**src/hw/rtl/drawing_text_unescape_core_macros.svh**
```systemverilog
// Assertion macros shared by the drawing text unescape RTL.
`ifndef DRAWING_TEXT_UNESCAPE_CORE_MACROS_SVH
`define DRAWING_TEXT_UNESCAPE_CORE_MACROS_SVH
`ifndef SYNTHESIS
`define DTU_ASSERT_IMPLY(name, ck, rn, a, c) \
    name: assert property (@(posedge ck) disable iff (!rn) (a) |-> (c)) \
        else $error("dtu: implication check failed");
`define DTU_ASSERT_NEXT(name, ck, rn, a, c) \
    name: assert property (@(posedge ck) disable iff (!rn) (a) |=> (c)) \
        else $error("dtu: next-cycle check failed");
`else
`define DTU_ASSERT_IMPLY(name, ck, rn, a, c)
`define DTU_ASSERT_NEXT(name, ck, rn, a, c)
`endif
`endif

```
**src/hw/rtl/dtu_pkg.sv**
```systemverilog
// Types and character constants shared by the drawing text unescape block.
`default_nettype none
package dtu_pkg;
    localparam int QDEPTH = 4;
    localparam int ODEPTH = 4;

    localparam logic [7:0] CH_CARET   = 8'h5E;
    localparam logic [7:0] CH_PCT     = 8'h25;
    localparam logic [7:0] CH_SPACE   = 8'h20;
    localparam logic [7:0] CH_BSLASH  = 8'h5C;
    localparam logic [7:0] CH_SEMI    = 8'h3B;
    localparam logic [7:0] CH_LBRACE  = 8'h7B;
    localparam logic [7:0] CH_RBRACE  = 8'h7D;
    localparam logic [7:0] CH_PLUS    = 8'h2B;
    localparam logic [7:0] CH_UPPER_U = 8'h55;
    localparam logic [7:0] CH_NL      = 8'h0A;
    localparam logic [7:0] CH_TILDE   = 8'h7E;
    localparam logic [7:0] CH_SLASH   = 8'h2F;
    localparam logic [7:0] CH_HASH    = 8'h23;
    localparam logic [7:0] CH_UPPER_P = 8'h50;
    localparam logic [7:0] CH_UPPER_S = 8'h53;

    typedef struct packed {
        logic [7:0] in_byte;
        logic       text_last;
    } in_item_t;

    typedef struct packed {
        logic [7:0] out_byte;
        logic       byte_valid;
        logic       run_last;
        logic       text_end;
    } out_item_t;

    // Pass-one output for one input byte: up to three bytes and the end flag.
    typedef struct packed {
        logic [2:0][7:0] bytes;
        logic [1:0]      n;
        logic            last;
    } bundle_t;

    typedef struct packed {
        logic    valid;
        bundle_t data;
    } bundle_beat_t;
endpackage
`default_nettype wire

```
**src/hw/rtl/dtu_front.sv**
```systemverilog
// Pass one: caret controls and percent codes, one input byte per cycle while the queue is not full.
`default_nettype none
module dtu_front (
    input  logic                  clk,
    input  logic                  rst_n,
    input  logic                  push,
    input  dtu_pkg::in_item_t     in_data,
    input  logic                  mtext,
    input  logic                  q_full,
    output logic                  full,
    output dtu_pkg::bundle_beat_t q_wr
);
    import dtu_pkg::*;

    localparam logic [7:0] SYM_DIA0 = 8'hE2;
    localparam logic [7:0] SYM_DIA1 = 8'h8C;
    localparam logic [7:0] SYM_DIA2 = 8'h80;
    localparam logic [7:0] SYM_LEAD = 8'hC2;
    localparam logic [7:0] SYM_DEG  = 8'hB0;
    localparam logic [7:0] SYM_PM   = 8'hB1;
    localparam logic [7:0] CTRL_XOR = 8'h40;

    logic [1:0] fcnt_reg, fcnt_next;
    logic       fcaret_reg, fcaret_next;
    logic [3:0][7:0] eb;
    logic [1:0] ne;
    logic [7:0] b, lo, up;
    logic       accept;

    assign accept = push && !q_full;
    assign full   = q_full;
    assign b      = in_data.in_byte;

    always_comb
    begin
        eb          = '0;
        ne          = 2'd0;
        fcnt_next   = fcnt_reg;
        fcaret_next = fcaret_reg;
        lo = (b >= 8'h41 && b <= 8'h5A) ? b + 8'h20 : b;
        up = (b >= 8'h61 && b <= 8'h7A) ? b - 8'h20 : b;
        case (fcnt_reg)
            2'd1:
            begin
                fcnt_next = 2'd0;
                if (fcaret_reg)
                begin
                    eb[ne] = (b == CH_SPACE) ? CH_CARET : (up ^ CTRL_XOR);
                    ne = ne + 2'd1;
                end
                else if (b == CH_PCT)
                begin
                    fcnt_next = 2'd2;
                end
                else
                begin
                    eb[ne] = CH_PCT;
                    ne = ne + 2'd1;
                    if (b == CH_CARET || b == CH_PCT)
                    begin
                        fcnt_next   = 2'd1;
                        fcaret_next = (b == CH_CARET);
                    end
                    else
                    begin
                        eb[ne] = b;
                        ne = ne + 2'd1;
                    end
                end
            end
            2'd2:
            begin
                fcnt_next = 2'd0;
                if (lo == 8'h63)
                begin
                    eb[0] = SYM_DIA0;
                    eb[1] = SYM_DIA1;
                    eb[2] = SYM_DIA2;
                    ne = 2'd3;
                end
                else if (lo == 8'h64)
                begin
                    eb[0] = SYM_LEAD;
                    eb[1] = SYM_DEG;
                    ne = 2'd2;
                end
                else if (lo == 8'h70)
                begin
                    eb[0] = SYM_LEAD;
                    eb[1] = SYM_PM;
                    ne = 2'd2;
                end
                else if (!mtext && (lo == 8'h75 || lo == 8'h6F || lo == 8'h6B))
                begin
                    ne = 2'd0;
                end
                else
                begin
                    // The first percent goes out and the second one is reconsidered.
                    eb[ne] = CH_PCT;
                    ne = ne + 2'd1;
                    if (b == CH_PCT)
                    begin
                        fcnt_next = 2'd2;
                    end
                    else
                    begin
                        eb[ne] = CH_PCT;
                        ne = ne + 2'd1;
                        if (b == CH_CARET)
                        begin
                            fcnt_next   = 2'd1;
                            fcaret_next = 1'b1;
                        end
                        else
                        begin
                            eb[ne] = b;
                            ne = ne + 2'd1;
                        end
                    end
                end
            end
            default:
            begin
                fcnt_next = 2'd0;
                if (b == CH_CARET || b == CH_PCT)
                begin
                    fcnt_next   = 2'd1;
                    fcaret_next = (b == CH_CARET);
                end
                else
                begin
                    eb[ne] = b;
                    ne = ne + 2'd1;
                end
            end
        endcase
        if (in_data.text_last)
        begin
            if (fcnt_next == 2'd1)
            begin
                eb[ne] = fcaret_next ? CH_CARET : CH_PCT;
                ne = ne + 2'd1;
            end
            else if (fcnt_next == 2'd2)
            begin
                eb[ne] = CH_PCT;
                ne = ne + 2'd1;
                eb[ne] = CH_PCT;
                ne = ne + 2'd1;
            end
            fcnt_next = 2'd0;
        end
    end

    assign q_wr.valid      = accept;
    assign q_wr.data.bytes = eb[2:0];
    assign q_wr.data.n     = ne;
    assign q_wr.data.last  = in_data.text_last;

    always_ff @(posedge clk or negedge rst_n)
    begin
        if (!rst_n)
        begin
            fcnt_reg   <= 2'd0;
            fcaret_reg <= 1'b0;
        end
        else if (accept)
        begin
            fcnt_reg   <= fcnt_next;
            fcaret_reg <= fcaret_next;
        end
    end
endmodule
`default_nettype wire

```
**src/hw/rtl/dtu_queue.sv**
```systemverilog
// Short queue of pass-one bundles between the front and the back.
`default_nettype none
module dtu_queue (
    input  logic                  clk,
    input  logic                  rst_n,
    input  dtu_pkg::bundle_beat_t wr,
    output logic                  full,
    output logic                  rd_valid,
    output dtu_pkg::bundle_t      rd_data,
    input  logic                  rd_en
);
    import dtu_pkg::*;

    localparam int AW = $clog2(QDEPTH);

    logic [AW:0] wp_reg, rp_reg;
    bundle_t     mem_reg [QDEPTH];
    logic [AW:0] occ;

    assign occ      = wp_reg - rp_reg;
    assign full     = (occ == (AW + 1)'(QDEPTH));
    assign rd_valid = (occ != '0);
    assign rd_data  = mem_reg[rp_reg[AW-1:0]];

    always_ff @(posedge clk or negedge rst_n)
    begin
        if (!rst_n)
        begin
            wp_reg <= '0;
            rp_reg <= '0;
        end
        else
        begin
            if (wr.valid)
                wp_reg <= wp_reg + 1'b1;
            if (rd_en)
                rp_reg <= rp_reg + 1'b1;
        end
    end

    always_ff @(posedge clk)
    begin
        if (wr.valid)
            mem_reg[wp_reg[AW-1:0]] <= wr.data;
    end
endmodule
`default_nettype wire

```
**src/hw/rtl/dtu_back.sv**
```systemverilog
// Pass two (rich-text codes), end-of-text replay and the result queue.
`default_nettype none
`include "drawing_text_unescape_core_macros.svh"
module dtu_back (
    input  logic               clk,
    input  logic               rst_n,
    input  logic               mtext,
    input  logic               rd_valid,
    input  dtu_pkg::bundle_t   rd_data,
    output logic               rd_en,
    output logic               empty,
    input  logic               pop,
    output dtu_pkg::out_item_t out_data
);
    import dtu_pkg::*;

    localparam int AW = $clog2(ODEPTH);

    typedef enum logic [1:0] {
        M_NORMAL    = 2'd0,
        M_ARG       = 2'd1,
        M_STACK     = 2'd2,
        M_STACK_ESC = 2'd3
    } mode_t;

    typedef struct packed {
        mode_t           m;
        logic [2:0]      c;
        logic [2:0][7:0] h;
        logic [2:0][7:0] o;
        logic [1:0]      no;
    } p2_res_t;

    function automatic logic [4:0] hexd(input logic [7:0] x);
        logic [4:0] r;
        r = 5'd0;
        if (x >= 8'h30 && x <= 8'h39)
            r = {1'b1, 4'(x - 8'h30)};
        else if (x >= 8'h61 && x <= 8'h66)
            r = {1'b1, 4'(x - 8'h57)};
        else if (x >= 8'h41 && x <= 8'h46)
            r = {1'b1, 4'(x - 8'h37)};
        return r;
    endfunction

    function automatic logic is_arg(input logic [7:0] x);
        return x == 8'h57 || x == 8'h54 || x == 8'h41 || x == 8'h48 || x == 8'h46 ||
               x == 8'h66 || x == 8'h43 || x == 8'h63 || x == 8'h51 || x == 8'h70;
    endfunction

    function automatic logic is_nul(input logic [7:0] x);
        return x == 8'h4B || x == 8'h6B || x == 8'h4C || x == 8'h6C ||
               x == 8'h4F || x == 8'h6F;
    endfunction

    function automatic logic is_stk(input logic [7:0] x);
        return x == CH_CARET || x == CH_SLASH || x == CH_HASH || x == CH_TILDE;
    endfunction

    function automatic p2_res_t p2_step(input logic [7:0] b, input mode_t m,
                                        input logic [2:0] c, input logic [2:0][7:0] h);
        p2_res_t r;
        logic [4:0] d0, d1, d2, d3;
        logic [15:0] v;
        r.m  = m;
        r.c  = c;
        r.h  = h;
        r.o  = '0;
        r.no = 2'd0;
        d0 = hexd(h[0]);
        d1 = hexd(h[1]);
        d2 = hexd(h[2]);
        d3 = hexd(b);
        if (!d0[4])
            v = 16'd0;
        else if (!d1[4])
            v = {12'd0, d0[3:0]};
        else if (!d2[4])
            v = {8'd0, d0[3:0], d1[3:0]};
        else if (!d3[4])
            v = {4'd0, d0[3:0], d1[3:0], d2[3:0]};
        else
            v = {d0[3:0], d1[3:0], d2[3:0], d3[3:0]};
        case (m)
            M_ARG:
            begin
                if (b == CH_SEMI)
                    r.m = M_NORMAL;
            end
            M_STACK_ESC:
            begin
                r.m = M_STACK;
                if (is_stk(b))
                begin
                    r.o[r.no] = b;
                    r.no = r.no + 2'd1;
                end
                else
                begin
                    r.o[r.no] = CH_BSLASH;
                    r.no = r.no + 2'd1;
                    if (b == CH_SEMI)
                        r.m = M_NORMAL;
                    else if (b == CH_BSLASH)
                        r.m = M_STACK_ESC;
                    else
                    begin
                        r.o[r.no] = b;
                        r.no = r.no + 2'd1;
                    end
                end
            end
            M_STACK:
            begin
                if (b == CH_SEMI)
                    r.m = M_NORMAL;
                else if (b == CH_BSLASH)
                    r.m = M_STACK_ESC;
                else if (!is_stk(b))
                begin
                    r.o[r.no] = b;
                    r.no = r.no + 2'd1;
                end
            end
            default:
            begin
                r.m = M_NORMAL;
                case (c)
                    3'd1:
                    begin
                        r.c = 3'd0;
                        if (b == CH_UPPER_P)
                        begin
                            r.o[r.no] = CH_NL;
                            r.no = r.no + 2'd1;
                        end
                        else if (b == CH_TILDE)
                        begin
                            r.o[r.no] = CH_SPACE;
                            r.no = r.no + 2'd1;
                        end
                        else if (b == CH_UPPER_U)
                            r.c = 3'd2;
                        else if (is_arg(b))
                            r.m = M_ARG;
                        else if (is_nul(b))
                            r.c = 3'd0;
                        else if (b == CH_UPPER_S)
                            r.m = M_STACK;
                        else if (b == CH_BSLASH || b == CH_LBRACE || b == CH_RBRACE)
                        begin
                            r.o[r.no] = b;
                            r.no = r.no + 2'd1;
                        end
                        else
                        begin
                            r.o[r.no] = CH_BSLASH;
                            r.no = r.no + 2'd1;
                            if (b == CH_BSLASH)
                                r.c = 3'd1;
                            else if (b != CH_LBRACE && b != CH_RBRACE)
                            begin
                                r.o[r.no] = b;
                                r.no = r.no + 2'd1;
                            end
                        end
                    end
                    3'd2:
                    begin
                        if (b == CH_PLUS)
                            r.c = 3'd3;
                        else
                        begin
                            r.c = 3'd0;
                            r.o[r.no] = CH_BSLASH;
                            r.no = r.no + 2'd1;
                            r.o[r.no] = CH_UPPER_U;
                            r.no = r.no + 2'd1;
                            if (b == CH_BSLASH)
                                r.c = 3'd1;
                            else if (b != CH_LBRACE && b != CH_RBRACE)
                            begin
                                r.o[r.no] = b;
                                r.no = r.no + 2'd1;
                            end
                        end
                    end
                    3'd3, 3'd4, 3'd5:
                    begin
                        r.h[c[1:0] + 2'd1] = b;
                        r.c = c + 3'd1;
                    end
                    3'd6:
                    begin
                        r.c = 3'd0;
                        if (v == 16'd0)
                            r.no = 2'd0;
                        else if (v[15:7] == 9'd0)
                        begin
                            r.o[0] = v[7:0];
                            r.no = 2'd1;
                        end
                        else if (v[15:11] == 5'd0)
                        begin
                            r.o[0] = {3'b110, v[10:6]};
                            r.o[1] = {2'b10, v[5:0]};
                            r.no = 2'd2;
                        end
                        else
                        begin
                            r.o[0] = {4'b1110, v[15:12]};
                            r.o[1] = {2'b10, v[11:6]};
                            r.o[2] = {2'b10, v[5:0]};
                            r.no = 2'd3;
                        end
                    end
                    default:
                    begin
                        r.c = 3'd0;
                        if (b == CH_BSLASH)
                            r.c = 3'd1;
                        else if (b != CH_LBRACE && b != CH_RBRACE)
                        begin
                            r.o[r.no] = b;
                            r.no = r.no + 2'd1;
                        end
                    end
                endcase
            end
        endcase
        return r;
    endfunction

    mode_t           mode_reg, mode_next;
    logic [2:0]      cnt_reg, cnt_next;
    logic [2:0][7:0] hex_reg, hex_next;
    logic [2:0][7:0] stg_reg, stg_next;
    logic [1:0]      stg_n_reg, stg_n_next;
    logic            stg_end_reg, stg_end_next;
    logic            stg_te_reg, stg_te_next;
    logic [4:0][7:0] rep_reg, rep_next;
    logic [2:0]      rep_len_reg, rep_len_next;
    logic [2:0]      rep_idx_reg, rep_idx_next;
    logic            rep_act_reg, rep_act_next;
    logic [1:0]      bidx_reg, bidx_next;
    logic            any_reg, any_next;
    logic [AW:0]     wp_reg, cp_reg, rp_reg;
    logic [AW:0]     wp_next, cp_next, tail;
    logic [AW:0]     hid_cnt;
    out_item_t       ob_reg [ODEPTH];

    p2_res_t         res;
    logic            has_b, fin, ilast, from_rep, src_ok, endi;
    logic [7:0]      sb;
    logic [3:0][7:0] lst;
    logic [2:0]      nl, nl_m1, len_tmp;
    logic            do_write, do_flag, flag_te, end_item, take_b, go, ofull;
    out_item_t       w_item;

    assign ofull   = ((wp_reg - rp_reg) == (AW + 1)'(ODEPTH));
    assign tail    = wp_reg - 1'b1;
    assign hid_cnt = wp_reg - cp_reg;

    always_comb
    begin
        mode_next    = mode_reg;
        cnt_next     = cnt_reg;
        hex_next     = hex_reg;
        stg_next     = stg_reg;
        stg_n_next   = stg_n_reg;
        stg_end_next = stg_end_reg;
        stg_te_next  = stg_te_reg;
        rep_next     = rep_reg;
        rep_len_next = rep_len_reg;
        rep_idx_next = rep_idx_reg;
        rep_act_next = rep_act_reg;
        bidx_next    = bidx_reg;
        do_write = 1'b0;
        do_flag  = 1'b0;
        flag_te  = 1'b0;
        end_item = 1'b0;
        take_b   = 1'b0;
        w_item   = '0;
        res.m  = mode_reg;
        res.c  = cnt_reg;
        res.h  = hex_reg;
        res.o  = '0;
        res.no = 2'd0;
        has_b = 1'b0;
        fin = 1'b0;
        ilast = 1'b0;
        from_rep = 1'b0;
        src_ok = 1'b0;
        endi = 1'b0;
        sb = 8'd0;
        lst = '0;
        nl = 3'd0;
        nl_m1 = 3'd0;
        len_tmp = 3'd0;
        if (stg_n_reg != 2'd0)
        begin
            do_write          = 1'b1;
            w_item.out_byte   = stg_reg[0];
            w_item.byte_valid = 1'b1;
            w_item.run_last   = (stg_n_reg == 2'd1) && stg_end_reg;
            w_item.text_end   = w_item.run_last && stg_te_reg;
            end_item          = w_item.run_last;
            stg_next[0] = stg_reg[1];
            stg_next[1] = stg_reg[2];
            stg_n_next  = stg_n_reg - 2'd1;
        end
        else
        begin
            if (rep_act_reg)
            begin
                src_ok   = 1'b1;
                from_rep = 1'b1;
                sb       = rep_reg[rep_idx_reg];
                has_b    = 1'b1;
                fin      = (rep_idx_reg == rep_len_reg - 3'd1);
                ilast    = 1'b1;
            end
            else if (rd_valid)
            begin
                src_ok = 1'b1;
                sb     = rd_data.bytes[bidx_reg];
                has_b  = (rd_data.n != 2'd0);
                fin    = (rd_data.n == 2'd0) || (bidx_reg == rd_data.n - 2'd1);
                ilast  = rd_data.last;
            end
            if (src_ok)
            begin
                if (has_b)
                begin
                    if (mtext)
                        res = p2_step(sb, mode_reg, cnt_reg, hex_reg);
                    else
                    begin
                        res.o[0] = sb;
                        res.no   = 2'd1;
                    end
                end
                lst[2:0] = res.o;
                nl = {1'b0, res.no};
                if (fin && ilast)
                begin
                    // A held escape prefix at text end is replayed as plain text.
                    if (mtext && res.m == M_NORMAL && res.c >= 3'd2)
                    begin
                        lst[nl[1:0]] = CH_BSLASH;
                        nl = nl + 3'd1;
                        rep_next = {res.h[2], res.h[1], res.h[0], CH_PLUS, CH_UPPER_U};
                        len_tmp = res.c - 3'd1;
                        rep_len_next = len_tmp;
                        rep_idx_next = 3'd0;
                        rep_act_next = 1'b1;
                        res.c = 3'd0;
                    end
                    else
                    begin
                        endi = 1'b1;
                        res.m = M_NORMAL;
                        res.c = 3'd0;
                        rep_act_next = 1'b0;
                    end
                end
                else if (fin)
                    endi = 1'b1;
                if (from_rep && !fin)
                    rep_idx_next = rep_idx_reg + 3'd1;
                if (!from_rep)
                begin
                    if (fin)
                    begin
                        bidx_next = 2'd0;
                        take_b    = 1'b1;
                    end
                    else
                        bidx_next = bidx_reg + 2'd1;
                end
                mode_next = res.m;
                cnt_next  = res.c;
                hex_next  = res.h;
                if (nl != 3'd0)
                begin
                    do_write          = 1'b1;
                    w_item.out_byte   = lst[0];
                    w_item.byte_valid = 1'b1;
                    w_item.run_last   = endi && (nl == 3'd1);
                    w_item.text_end   = endi && (nl == 3'd1) && ilast;
                    end_item          = endi && (nl == 3'd1);
                    stg_next     = lst[3:1];
                    nl_m1        = nl - 3'd1;
                    stg_n_next   = nl_m1[1:0];
                    stg_end_next = endi;
                    stg_te_next  = endi && ilast;
                end
                else if (endi)
                begin
                    end_item = 1'b1;
                    if (any_reg)
                    begin
                        do_flag = 1'b1;
                        flag_te = ilast;
                    end
                    else if (ilast)
                    begin
                        do_write        = 1'b1;
                        w_item.run_last = 1'b1;
                        w_item.text_end = 1'b1;
                    end
                end
            end
        end
        go = !(do_write && ofull);
        wp_next  = wp_reg + {{AW{1'b0}}, do_write};
        // An entry stays hidden until the next beat of its item or the item's end.
        cp_next  = end_item ? wp_next : (do_write ? wp_reg : cp_reg);
        any_next = end_item ? 1'b0 : (any_reg || (do_write && w_item.byte_valid));
    end

    assign rd_en    = go && take_b;
    assign empty    = (cp_reg == rp_reg);
    assign out_data = ob_reg[rp_reg[AW-1:0]];

    always_ff @(posedge clk or negedge rst_n)
    begin
        if (!rst_n)
        begin
            mode_reg    <= M_NORMAL;
            cnt_reg     <= 3'd0;
            stg_n_reg   <= 2'd0;
            stg_end_reg <= 1'b0;
            stg_te_reg  <= 1'b0;
            rep_len_reg <= 3'd0;
            rep_idx_reg <= 3'd0;
            rep_act_reg <= 1'b0;
            bidx_reg    <= 2'd0;
            any_reg     <= 1'b0;
            wp_reg      <= '0;
            cp_reg      <= '0;
            rp_reg      <= '0;
        end
        else
        begin
            if (go)
            begin
                mode_reg    <= mode_next;
                cnt_reg     <= cnt_next;
                stg_n_reg   <= stg_n_next;
                stg_end_reg <= stg_end_next;
                stg_te_reg  <= stg_te_next;
                rep_len_reg <= rep_len_next;
                rep_idx_reg <= rep_idx_next;
                rep_act_reg <= rep_act_next;
                bidx_reg    <= bidx_next;
                any_reg     <= any_next;
                wp_reg      <= wp_next;
                cp_reg      <= cp_next;
            end
            if (pop && !empty)
                rp_reg <= rp_reg + 1'b1;
        end
    end

    always_ff @(posedge clk)
    begin
        if (go)
        begin
            hex_reg <= hex_next;
            stg_reg <= stg_next;
            rep_reg <= rep_next;
            if (do_write)
                ob_reg[wp_reg[AW-1:0]] <= w_item;
            if (do_flag)
            begin
                ob_reg[tail[AW-1:0]].run_last <= 1'b1;
                ob_reg[tail[AW-1:0]].text_end <= flag_te;
            end
        end
    end

    `DTU_ASSERT_IMPLY(a_one_hidden, clk, rst_n, 1'b1, hid_cnt <= (AW + 1)'(1))
    `DTU_ASSERT_IMPLY(a_any_hidden, clk, rst_n, any_reg, wp_reg != cp_reg)
    `DTU_ASSERT_NEXT(a_stage_hold, clk, rst_n, (stg_n_reg != 2'd0) && ofull, $stable(stg_n_reg))
    `DTU_ASSERT_IMPLY(a_rep_range, clk, rst_n, rep_act_reg, rep_idx_reg < rep_len_reg)
endmodule
`default_nettype wire

```
**src/hw/rtl/drawing_text_unescape_core.sv**
```systemverilog
// Visibility: a result becomes visible in the cycle after the beat that produced its last byte.
// Throughput: one input beat per cycle while each beat yields at most one byte and
// the result queue is not full; every extra byte of a beat holds back the pass-two unit,
// and an escape prefix left open at text end holds it back while its bytes are replayed.
// Reset: rst_n clears both queues, both pass states and mtext_reg asynchronously.
// Top level of the drawing text unescape block.
`default_nettype none
module drawing_text_unescape_core (
    input  logic               clk,
    input  logic               rst_n,
    input  logic               push,
    output logic               full,
    input  dtu_pkg::in_item_t  in_data,
    output logic               empty,
    input  logic               pop,
    output dtu_pkg::out_item_t out_data,
    input  logic               mtext_we,
    input  logic               mtext_wdata
);
    import dtu_pkg::*;

    logic         mtext_reg;
    logic         q_full, rd_valid, rd_en;
    bundle_beat_t q_wr;
    bundle_t      rd_data;

    always_ff @(posedge clk or negedge rst_n)
    begin
        if (!rst_n)
            mtext_reg <= 1'b0;
        else if (mtext_we)
            mtext_reg <= mtext_wdata;
    end

    dtu_front u_front (
        .clk     (clk),
        .rst_n   (rst_n),
        .push    (push),
        .in_data (in_data),
        .mtext   (mtext_reg),
        .q_full  (q_full),
        .full    (full),
        .q_wr    (q_wr)
    );

    dtu_queue u_queue (
        .clk      (clk),
        .rst_n    (rst_n),
        .wr       (q_wr),
        .full     (q_full),
        .rd_valid (rd_valid),
        .rd_data  (rd_data),
        .rd_en    (rd_en)
    );

    dtu_back u_back (
        .clk      (clk),
        .rst_n    (rst_n),
        .mtext    (mtext_reg),
        .rd_valid (rd_valid),
        .rd_data  (rd_data),
        .rd_en    (rd_en),
        .empty    (empty),
        .pop      (pop),
        .out_data (out_data)
    );
endmodule
`default_nettype wire
```
**config.mk**
```make
export PLATFORM = sky130hd
export DESIGN_NAME = drawing_text_unescape_core
export DESIGN_NICKNAME = d
export VERILOG_FILES = /design/src/hw/rtl/dtu_pkg.sv /design/src/hw/rtl/dtu_front.sv /design/src/hw/rtl/dtu_queue.sv /design/src/hw/rtl/dtu_back.sv /design/src/hw/rtl/drawing_text_unescape_core.sv
export VERILOG_INCLUDE_DIRS = /design/src /design/src/hw/rtl
export SDC_FILE = /design/constraint.sdc
export NUM_CORES = 1
export LEC_CHECK = 0
export BUFFER_PORTS_ARGS = -buffer_cell sky130_fd_sc_hd__buf_2
export CORE_MARGIN = 5
export CORE_UTILIZATION = 60
export DETAILED_ROUTE_END_ITERATION = 8
export GPL_TIMING_DRIVEN = 0
export PLACE_DENSITY_LB_ADDON = 0.3
export SETUP_SLACK_MARGIN = 0.1
export SLEW_MARGIN = 30
export SYNTH_ARGS = -nofsm -noshare
export SYNTH_HDL_FRONTEND = slang
export SYNTH_SLANG_ARGS = --single-unit
```
**constraint.sdc**
```tcl
create_clock -name clk -period 8.9 [get_ports clk]
set_clock_uncertainty 0.2 [all_clocks]
set_input_delay 2.67 -clock clk [delete_from_list [all_inputs] [get_ports clk]]
set_output_delay 2.67 -clock clk [all_outputs]
set_load 0.01 [all_outputs]
```
==> metrics.txt <==
HP Class=reg2reg; CP max stage delay=0.60 ns; Starting DRT DRC Count=1616; async set-reset flop share out of synthesis=0.149; Reg2Reg Depth=31; pin count of the biggest net entering global routing=39; Slew Viols, Final=0; root buf cell=clkbuf_16; Reg-to-Reg Start=u_queue.rp_reg[1]; TritonCTS Buffers=26; row cnt=58; first-pass GRT wire length=65500 um; Worst Path Required=9.13 ns; DR WL/cell=23.4 um; actual slew at the worst max-slew pin=1.05 ns; Yosys cell types=105; post-route cell area=16700 um^2; status=completed; Max-Cap Viols=0; I/O Pins=28; register area share after synthesis=0.496; die area=28400 um^2; die height=168 um; Syn Inst Count=1385; initial antenna violation count=0; CP Class=reg2reg; Synth Warn #=0; Final setup viols=0; Worst Hold Launch=u_queue.wp_reg[2]; part of the cycle the worst path needs=0.954; fin cells=1795; gr ovfl total=0; Hold Buf Count CTS=0; Tot GR Track Use=0.291; worst-skew pair later-pin latency=0.55 ns; First-pass DRT Iterations=5; RePlAce Congestion=0.959; Detailed Place HPWL=30300 um; Post-Place Cells=1743; Synth Net Count=1457; number of synthesized register bits=255; Initial Utilization=0.603; Critical Path AT=8.72 ns; Slew headroom=0.300; final WL=42100 um; drt drc=0; worst slack at placement=-0.307 ns; Fin. Hold Viols=0; Placed Area=15700 um^2; clock sink count=255; Crit. Startpoint=u_queue.rp_reg[1]; clock period minus worst slack=8.49 ns; EDFF count, synth=217; antenna diode count=0; Top FF cell, synth=edfxtp_1; number of I/O port buffers=24; element type at the critical path end=register; DRT antenna net count=0; CTS tree=done; number of global-route vias before repair=11624; CP startpoint kind=register; Largest register FFs=108; CP max stage cell=or4_1; core area=25000 um^2; share of layout cells above drive strength 1=0.143; Layout Area Growth over Synthesis=11.1%; Worst Hold Depth=1; Clock transition at path regs=0.06 ns; crit-path max FO=10; Post-Syn Area=15100 um^2; setup ws final=0.414 ns; Max Buffers Root-to-Sink=3; nets=1517; Synth Area per Inst=10.9 um^2; FMAX=118 MHz; RSZ-0062 raised after global routing=false; Vias/cell=6.74; H-tree depth=1; die width=168 um; Most common cell on crit path=ha_1; Vias=12103
[worst paths after layout]
check	endpoint	slack (ns)
min in group asynchronous	u_queue.wp_reg[1]	1.90
setup reg to reg	u_back.cp_reg[1]	0.41
max in group asynchronous	u_back.stg_n_reg[0]	6.23
hold reg to reg	u_queue.wp_reg[2]	0.30
setup / recovery	u_back.cp_reg[1]	0.41
hold / removal	u_queue.wp_reg[2]	0.30
[timing repair]
action | 4_1_cts | 5_1_grt
pin swaps | 1 | 3
setup buffers | 0 | 3
hold endpoints to repair | 0 | 0
setup endpoints to repair | 80 | 131
cloned | 1 | 0
gates resized for setup | 5 | 14
[per-layer routing]
layer | wire, um | global-route usage | vias to the layer above
met5 | 0 | 0 | -
met4 | 973 | 0.0790 | 0
met3 | 4320 | 0.0589 | 78
met2 | 19000 | 0.452 | 676
met1 | 17700 | 0.423 | 5922
li1 | - | - | 5427
[cell families (layout without fill, tap and decap cells)]
family,count (synthesis),count (layout),share of synthesized area
and+or+nand+nor,458,459,0.153
AOI/OAI and AO/OA,390,390,0.176
DFF,255,255,0.496
buffers and inverters,106,185,0.0309
muxes,82,82,0.0755
adders and majority gates,57,57,0.0474
xor gates and xnor gates,37,37,0.0215
[Yosys cell counts, types with 6 or more instances]
cell / instances / area (um^2)
nand2_1: 155 / 582
edfxtp_1: 217 / 6520
o211ai_1: 10 / 75.1
o221ai_1: 7 / 61.3
o21ai_1: 6 / 30.0
inv_1: 46 / 173
o31ai_1: 10 / 75.1
mux2i_1: 27 / 270
a22o_1: 8 / 70.1
a221o_1: 8 / 80.1
a22oi_1: 13 / 97.6
mux2_2: 26 / 293
clkbuf_1: 40 / 150
o41ai_1: 6 / 52.6
a211oi_1: 9 / 67.6
or3_1: 13 / 81.3
nand3_1: 33 / 165
nor2_1: 88 / 330
a21o_1: 13 / 97.6
nor3_1: 25 / 125
o22ai_1: 10 / 62.6
ha_1: 57 / 713
buf_2: 9 / 45.0
xnor2_1: 31 / 272
nor3b_1: 7 / 52.6
a31oi_1: 25 / 156
o21bai_1: 6 / 45.0
nor4_1: 12 / 75.1
and3_1: 6 / 37.5
o21a_1: 12 / 90.1
mux4_2: 21 / 473
or2_2: 9 / 56.3
xor2_1: 6 / 52.6
a21oi_1: 84 / 420
and2_1: 17 / 106
dfrtp_1: 38 / 951
o21ai_0: 86 / 430
nand2b_1: 17 / 106
nor2b_1: 25 / 156
nand4_1: 15 / 93.8
[stage by stage]
stage	utilization	TNS (ns)	hold WS (ns)
final	0.670	0	0.299
after global placement	0.625	-66.30	0.273
after detailed placement	0.629	-9.71	0.292
after CTS	0.667	0	0.303
after global routing	0.670	0	0.326
after floorplan	-	0	0.261
[critical path: cells and delay by family, from the launching register on]
| kind | cells | cell delay, ns |
|---|---|---|
| and+or+nand+nor | 8 | 2.30 |
| adders and majority gates | 6 | 1.61 |
| AOI/OAI and AO/OA | 7 | 1.60 |
| buffers and inverters | 8 | 1.56 |
| DFF | 1 | 0.50 |
| xor gates and xnor gates | 1 | 0.29 |
| muxes | 1 | 0.29 |
[final cells by class]
cell class,instances,area [um^2]
multi-input cells,1025,7280
inverters,48,184
clock inverters,16,188
well taps,330,413
flip-flops and latches,255,7470
clock buffers,32,703
fillers,1899,8230
plain buffers,58,287
repair buffers,31,206
[cell usage in the layout (no fill, tap or decap), types with 32 or more instances in the layout]
cell      count
nand2_1     155
buf_2        32
edfxtp_1    217
nor2_1       86
dfrtp_1      38
inv_1        45
o21ai_0      86
a21oi_1      80
ha_1         56
clkbuf_1     42
nand3_1      33
Power is not shown: default switching activity piles up to over one toggle a cycle in this logic, so the estimate is an artifact.
